File: config.mk
export PLATFORM = sky130hd
export DESIGN_NAME = rfc_front_flat
export DESIGN_NICKNAME = d
export VERILOG_FILES = /design/src/sv/rfc_pkg.sv /design/src/sv/rfc_if.sv /design/src/sv/rfc_front.sv /design/src/flat_wrapper.sv
export SDC_FILE = /design/constraint.sdc
export NUM_CORES = 1
export LEC_CHECK = 0
export BUFFER_PORTS_ARGS = -buffer_cell sky130_fd_sc_hd__clkbuf_2
export CORE_AREA = 2 2 90 92
export CTS_BUF_LIST = sky130_fd_sc_hd__clkbuf_4 sky130_fd_sc_hd__clkbuf_8
export DETAILED_ROUTE_END_ITERATION = 8
export DIE_AREA = 0 0 92 94
export PLACE_DENSITY = 0.79
export SLEW_MARGIN = 20
export SYNTH_ARGS = -nofsm -noshare
export SYNTH_HDL_FRONTEND = slang
export SYNTH_SLANG_ARGS = --single-unit
File: constraint.sdc
create_clock -name clk -period 7.35 [get_ports clk]
set_clock_uncertainty 0.1 [all_clocks]
set_input_delay 1.47 -clock clk [delete_from_list [all_inputs] [get_ports clk]]
set_output_delay 1.47 -clock clk [all_outputs]
set_load 0.01 [all_outputs]
File: src/sv/rfc_pkg.sv
// ----------------------------------------------------------------------------
// rfc_pkg
// types and constants of the reader frame checker
// ----------------------------------------------------------------------------
`timescale 1ns / 1ps

package rfc_pkg;

  // report types
  localparam logic [7:0] TYPE_OUT = 8'h01;
  localparam logic [7:0] TYPE_IN  = 8'h03;

  // frame markers
  localparam logic [7:0] SOF_OUT = 8'hAA;
  localparam logic [7:0] EOF_OUT = 8'hBB;
  localparam logic [7:0] SOF_IN  = 8'h02;
  localparam logic [7:0] EOF_IN  = 8'h03;

  // known commands
  localparam logic [7:0] CMD_20 = 8'h20;
  localparam logic [7:0] CMD_21 = 8'h21;
  localparam logic [7:0] CMD_25 = 8'h25;
  localparam logic [7:0] CMD_87 = 8'h87;
  localparam logic [7:0] CMD_88 = 8'h88;
  localparam logic [7:0] CMD_89 = 8'h89;

  // status codes
  localparam logic [7:0] STS_GOOD       = 8'h00;
  localparam logic [7:0] STS_READER_ERR = 8'h01;

  // verdict codes
  localparam logic [3:0] VERDICT_OK     = 4'd0;
  localparam logic [3:0] VERDICT_CHECK  = 4'd1;
  localparam logic [3:0] VERDICT_TYPE   = 4'd2;
  localparam logic [3:0] VERDICT_START  = 4'd3;
  localparam logic [3:0] VERDICT_END    = 4'd4;
  localparam logic [3:0] VERDICT_CMD    = 4'd5;
  localparam logic [3:0] VERDICT_FAIL   = 4'd6;
  localparam logic [3:0] VERDICT_STATUS = 4'd7;
  localparam logic [3:0] VERDICT_LENGTH = 4'd8;

  // result kinds
  localparam logic KIND_PAYLOAD = 1'b0;
  localparam logic KIND_VERDICT = 1'b1;

  // byte positions within a report
  localparam int unsigned POS_W = 9;
  localparam logic [POS_W-1:0] POS_SOF     = 9'd8;
  localparam logic [POS_W-1:0] POS_STATION = 9'd9;
  localparam logic [POS_W-1:0] POS_LEN     = 9'd10;
  localparam logic [POS_W-1:0] POS_CODE    = 9'd11;
  localparam logic [POS_W-1:0] POS_PAYLOAD = 9'd12;

  // queue between front and back
  localparam int unsigned QDEPTH = 4;
  localparam int unsigned QPTR_W = 2;
  localparam int unsigned QCNT_W = 3;

  typedef struct packed {
    logic       is_verdict;
    logic       force_len;
    logic [7:0] data;
    logic [7:0] index;
    logic [7:0] ptype;
    logic [7:0] smark;
    logic [7:0] code;
    logic [7:0] chk;
    logic [7:0] xr;
    logic [7:0] detail;
  } job_t;

  typedef struct packed {
    logic full;
    logic empty;
  } q_stat_t;

  function automatic logic known_command(input logic [7:0] c);
    return c == CMD_20 || c == CMD_21 || c == CMD_25 ||
           c == CMD_87 || c == CMD_88 || c == CMD_89;
  endfunction

endpackage

File: src/sv/rfc_if.sv
// ----------------------------------------------------------------------------
// rfc_if
// channel interfaces of the reader frame checker
// ----------------------------------------------------------------------------
`timescale 1ns / 1ps

interface rfc_in_if;
  logic       valid;
  logic       ready;
  logic [7:0] report_byte;
  logic       report_start;

  modport source (output valid, output report_byte, output report_start, input ready);
  modport sink   (input valid, input report_byte, input report_start, output ready);
endinterface


File: src/sv/rfc_front.sv
// ----------------------------------------------------------------------------
// rfc_front
// accepts report bytes, tracks the frame and queues payload and verdict jobs
// ----------------------------------------------------------------------------
`timescale 1ns / 1ps

module rfc_front #(
  parameter int unsigned REPORT_BYTES = 256
) (
  input  logic              clk,
  input  logic              rst_n,
  rfc_in_if.sink            in_bus,
  input  rfc_pkg::q_stat_t  q_stat,
  output logic              push,
  output rfc_pkg::job_t     job
);

  localparam logic [10:0] REPORT_LIMIT = 11'(REPORT_BYTES);

  logic [rfc_pkg::POS_W-1:0] pos_r, pos_nxt;
  logic                      active_r, active_nxt;
  logic [7:0]                type_r, type_nxt;
  logic [7:0]                len_r, len_nxt;
  logic [7:0]                xor_r, xor_nxt;
  logic [7:0]                smark_r, smark_nxt;
  logic [7:0]                code_r, code_nxt;
  logic [7:0]                chk_r, chk_nxt;
  logic [7:0]                first_r, first_nxt;

  logic                      accept;
  logic [7:0]                b;
  logic [10:0]               len_end;
  logic [rfc_pkg::POS_W-1:0] pay_last;
  logic [rfc_pkg::POS_W-1:0] chk_pos;
  logic [rfc_pkg::POS_W-1:0] idx_w;

  assign in_bus.ready = !q_stat.full;
  assign accept       = in_bus.valid && in_bus.ready;
  assign b            = in_bus.report_byte;
  assign len_end      = {3'b000, b} + 11'd12;
  assign pay_last     = {1'b0, len_r} + rfc_pkg::POS_LEN;
  assign chk_pos      = {1'b0, len_r} + rfc_pkg::POS_CODE;
  assign idx_w        = pos_r - rfc_pkg::POS_PAYLOAD;

  always_comb begin
    pos_nxt    = pos_r;
    active_nxt = active_r;
    type_nxt   = type_r;
    len_nxt    = len_r;
    xor_nxt    = xor_r;
    smark_nxt  = smark_r;
    code_nxt   = code_r;
    chk_nxt    = chk_r;
    first_nxt  = first_r;
    push       = 1'b0;
    job        = '0;
    if (accept) begin
      if (in_bus.report_start) begin
        if (active_r) begin
          push           = 1'b1;
          job.is_verdict = 1'b1;
          job.force_len  = 1'b1;
          job.ptype      = type_r;
          job.code       = code_r;
        end
        type_nxt   = b;
        pos_nxt    = 9'd1;
        active_nxt = 1'b1;
        len_nxt    = '0;
        xor_nxt    = '0;
        smark_nxt  = '0;
        code_nxt   = '0;
        chk_nxt    = '0;
        first_nxt  = '0;
      end else if (active_r) begin
        pos_nxt = pos_r + 9'd1;
        priority if (pos_r < rfc_pkg::POS_SOF) begin
        end else if (pos_r == rfc_pkg::POS_SOF) begin
          smark_nxt = b;
        end else if (pos_r == rfc_pkg::POS_STATION) begin
          xor_nxt = xor_r ^ b;
        end else if (pos_r == rfc_pkg::POS_LEN) begin
          len_nxt = b;
          xor_nxt = xor_r ^ b;
          if (b == 8'd0 || len_end >= REPORT_LIMIT) begin
            active_nxt     = 1'b0;
            push           = 1'b1;
            job.is_verdict = 1'b1;
            job.force_len  = 1'b1;
            job.ptype      = type_r;
            job.code       = code_r;
          end
        end else if (pos_r == rfc_pkg::POS_CODE) begin
          code_nxt = b;
          xor_nxt  = xor_r ^ b;
        end else if (pos_r <= pay_last) begin
          xor_nxt = xor_r ^ b;
          if (pos_r == rfc_pkg::POS_PAYLOAD) begin
            first_nxt = b;
          end
          if (type_r == rfc_pkg::TYPE_IN) begin
            push      = 1'b1;
            job.data  = b;
            job.index = idx_w[7:0];
          end
        end else if (pos_r == chk_pos) begin
          chk_nxt = b;
        end else begin
          active_nxt     = 1'b0;
          push           = 1'b1;
          job.is_verdict = 1'b1;
          job.data       = b;
          job.ptype      = type_r;
          job.smark      = smark_r;
          job.code       = code_r;
          job.chk        = chk_r;
          job.xr         = xor_r;
          job.detail     = (len_r >= 8'd2) ? first_r : 8'd0;
        end
      end
    end
  end

  always_ff @(posedge clk) begin
    if (!rst_n) begin
      pos_r    <= '0;
      active_r <= 1'b0;
      type_r   <= '0;
      len_r    <= '0;
      xor_r    <= '0;
      smark_r  <= '0;
      code_r   <= '0;
      chk_r    <= '0;
      first_r  <= '0;
    end else begin
      pos_r    <= pos_nxt;
      active_r <= active_nxt;
      type_r   <= type_nxt;
      len_r    <= len_nxt;
      xor_r    <= xor_nxt;
      smark_r  <= smark_nxt;
      code_r   <= code_nxt;
      chk_r    <= chk_nxt;
      first_r  <= first_nxt;
    end
  end

endmodule

File: src/flat_wrapper.sv
// flat-port wrapper written by rule: the top's interface ports become plain ports
module rfc_front_flat 
#(
  parameter int unsigned REPORT_BYTES = 256
)
  (clk, rst_n, q_stat, push, job, in_bus_valid, in_bus_report_byte, in_bus_report_start, in_bus_ready);
  rfc_in_if in_bus_i ();
  input  logic clk;
  input  logic rst_n;
  input  rfc_pkg::q_stat_t q_stat;
  output logic push;
  output rfc_pkg::job_t job;
  input wire logic [$bits(in_bus_i.valid)-1:0] in_bus_valid;
  input wire logic [$bits(in_bus_i.report_byte)-1:0] in_bus_report_byte;
  input wire logic [$bits(in_bus_i.report_start)-1:0] in_bus_report_start;
  output wire logic [$bits(in_bus_i.ready)-1:0] in_bus_ready;
  assign in_bus_i.valid = in_bus_valid;
  assign in_bus_i.report_byte = in_bus_report_byte;
  assign in_bus_i.report_start = in_bus_report_start;
  assign in_bus_ready = in_bus_i.ready;
  rfc_front #(.REPORT_BYTES(REPORT_BYTES)) u_core (.clk(clk), .rst_n(rst_n), .in_bus(in_bus_i), .q_stat(q_stat), .push(push), .job(job));
endmodule
==> results.cfg <==
[run_status]
status = finished, final reports clean

[floorplan]
die_h_microns = 94
start_util_pct = 54.4
dieWidth_microns = 92
fp.coreArea_sq_um = 7610
die_area_sq_um = 8650
io-pin-count = 82
num_rows = 32

[critical_path]
crit_chain = clkbuf_2, nor2b_1, nand2_4, or2_4, or3_4, nor3b_4, and2_4, and3_1, clkbuf_2
cp_max_fo = 26
cp_common_cell = clkbuf_2
critical_path_required_ps = 5780
arrival_ps = 4270
critPathSlowestCell = nor3b_4
max_stage_delay_ps = 740
regToRegStartpoint = u_core.len_r[3]
reg2regPathDepth = 11
critPathKind = in2out
r2r_setup_slack_ps = 3690
worstSetupEndpointType = output port
start_kind = input port
rr_endpoint = u_core.chk_r[4]

[finish]
design_area_sq_um = 4700
drive_gt1_share_pct = 24.5
final_common_cell = clkbuf_2
final_cell_mix = clkbuf_2, dfxtp_1, nand2_1, nor2b_1, nor2_1
antenna_cells = 0
areaGrowthSynthToFinish_pct = 13.6
nets = 592

[routing]
vias = 3757
drt_wl_total_mm = 10.4
firstDrtPassIters = 5
final_antenna_net_count = 0
via_per_inst = 5.64
drt_iter0_drc = 248
drc_errors = 0
wl_per_cell_microns = 15.7

[cts]
clk_latency_ps = 350
ctsResizeCount = 0
cts_setup_buffers = 0
cts-root-buf = clkbuf_8
cts_buffers = 9
cts_buffer_depth = 2
hold_buffers = 0
clk_pin_slew_ps = 70
cts_tree = yes
cts_sinks = 66
cts_max_level = 3

[synth]
synth_edf_count = 0
synth-simple-area-share_pct = 33.1
synth-compound-area-share_pct = 11.7
syn_avg_cell_area_sq_um = 8.26
synth_area_sq_um = 4140
synthXorXnorAreaFrac_pct = 6.98
synth_fp_nets = 534
yosysSeqAreaShare_pct = 31.9
async_flop_share_pct = 0
netlist_instances = 501
synth_cell_types = 60
muxShareOfSynthArea_pct = 5.56
synth_top_family_by_area = simple AND/OR/NAND/NOR gates
ys_seq_elements = 66
yosysWarnings = 0
synthFlopType = dfxtp_1
synthAdderAreaFrac_pct = 5.74

[sta]
hold_violations = 0
hold_ws_ps = 363
max_freq_mhz = 171
fin_crit_ps = 5840
worst_pin_slew_ps = 956
setup_viol = 0
drv_slew = 0
min_period_over_period_pct = 79.4
fin_setup_tns_ps = 0
relSlewSlack_pct = 36.1
grt_setup_unrepaired = no

[global_routing]
antenna_found_initial = 0
grt_pass1_wl_mm = 17.0
grt_use_total_pct = 24.7
overflow = 0
grt_max_degree = 46
grt_pass1_vias = 3453

[hold_path]
hold_depth = 2
whs_endpoint = u_core.chk_r[0]
hold_start = u_core.chk_r[0]
hp-class = reg2reg

[place]
dpl_cell_area_sq_um = 4490
gp_congestion = 0.874
place_hpwl_mm = 7.50
port_buffers = 80

[power]
ir_drop_uv = 136
pwr_density_cell_nw_per_um2 = 156
p_leak_uw = 0.00207

[flow_run]
drv_cap = 0
## metrics by stage
step | instances | setup slack, ps | total power [uW] | util (%)
after floorplan | 501 | 2640 | 409 | -
after global placement | 650 | 1580 | 423 | 59.1
after detailed placement | 650 | 1510 | 425 | 59.1
after CTS | 666 | 1500 | 732 | 61.7
after global routing | 666 | 1290 | 753 | 61.8
final | 666 | 1510 | 733 | 61.8
## per-layer routing
| metal | share of wire (%) | routed length [microns] | GRT usage [%] | vias to the layer above |
|---|---|---|---|---|
| met3 | 5.1 | 535 | 4.25 | 13 |
| met5 | 0 | 0 | 0 | - |
| met4 | 1.4 | 145 | 8.08 | 0 |
| li1 | - | - | - | 1833 |
| met2 | 48 | 5020 | 41.4 | 124 |
| met1 | 45 | 4750 | 32.4 | 1787 |
## how the worst max path moves through the flow
stage,from,endpoint,depth (start not counted)
floorplan,in_bus_valid,job[56],9
global placement,in_bus_valid,job[7],9
detailed placement,in_bus_valid,job[0],9
CTS,in_bus_valid,job[0],9
global route,in_bus_valid,job[0],9
finish,in_bus_valid,job[0],9
## cell type report
class,instances,area (sq um)
clock buffer,10,138
fill,667,2910
clock inverter,6,65.1
sequential,66,1320
tap,102,128
inverter,9,33.8
timing repair buffer,80,400
multi-input combinational,393,2620
## power breakdown
group | internal (uW) | switching [uW] | total (uW)
Sequential | 362 | 4.98 | 367
Clock | 166 | 149 | 315
Combinational | 17.7 | 33.5 | 51.2
Total | 546 | 187 | 733
## cell usage after synthesis, types with 3 or more instances
cell type / count / area [sq um]
nor4_1: 7 / 43.8
nand3_1: 25 / 125
ha_1: 19 / 238
o2111ai_1: 3 / 26.3
clkbuf_1: 15 / 56.3
dfxtp_1: 66 / 1320
and3_2: 25 / 188
buf_2: 7 / 35.0
nor2b_1: 53 / 332
nand2_1: 59 / 221
o21ai_0: 15 / 75.1
a21oi_1: 11 / 55.1
nor2_1: 36 / 135
a211oi_1: 3 / 22.5
inv_1: 9 / 33.8
nor3_1: 9 / 45.0
mux2i_1: 23 / 230
and3_1: 9 / 56.3
nand4_1: 4 / 25.0
o21ai_1: 10 / 50.1
xnor2_1: 16 / 140
a21boi_0: 8 / 60.1
buf_4: 7 / 52.6
xor2_1: 17 / 149
## flip-flops by register name, indices dropped and copies added (netlist names)
name,count
u_core.pos_r,9
u_core.chk_r,8
u_core.code_r,8
u_core.first_r,8
u_core.len_r,8
u_core.smark_r,8
u_core.type_r,8
u_core.xor_r,8
u_core.active_r,1
## worst max-delay path: cells and delay by family
family,cells,cell delay [ps]
buffers and inverters,2,200
AND/OR/NAND/NOR,7,2570
## cells by family after synthesis
kind of cell,after synthesis
compound gates,69
simple gates,249
xor+xnor,33
flops,66
fa+ha+maj,19
buf+inv,42
mux,23
No activity file was read; power rests on OpenSTA's default activity.
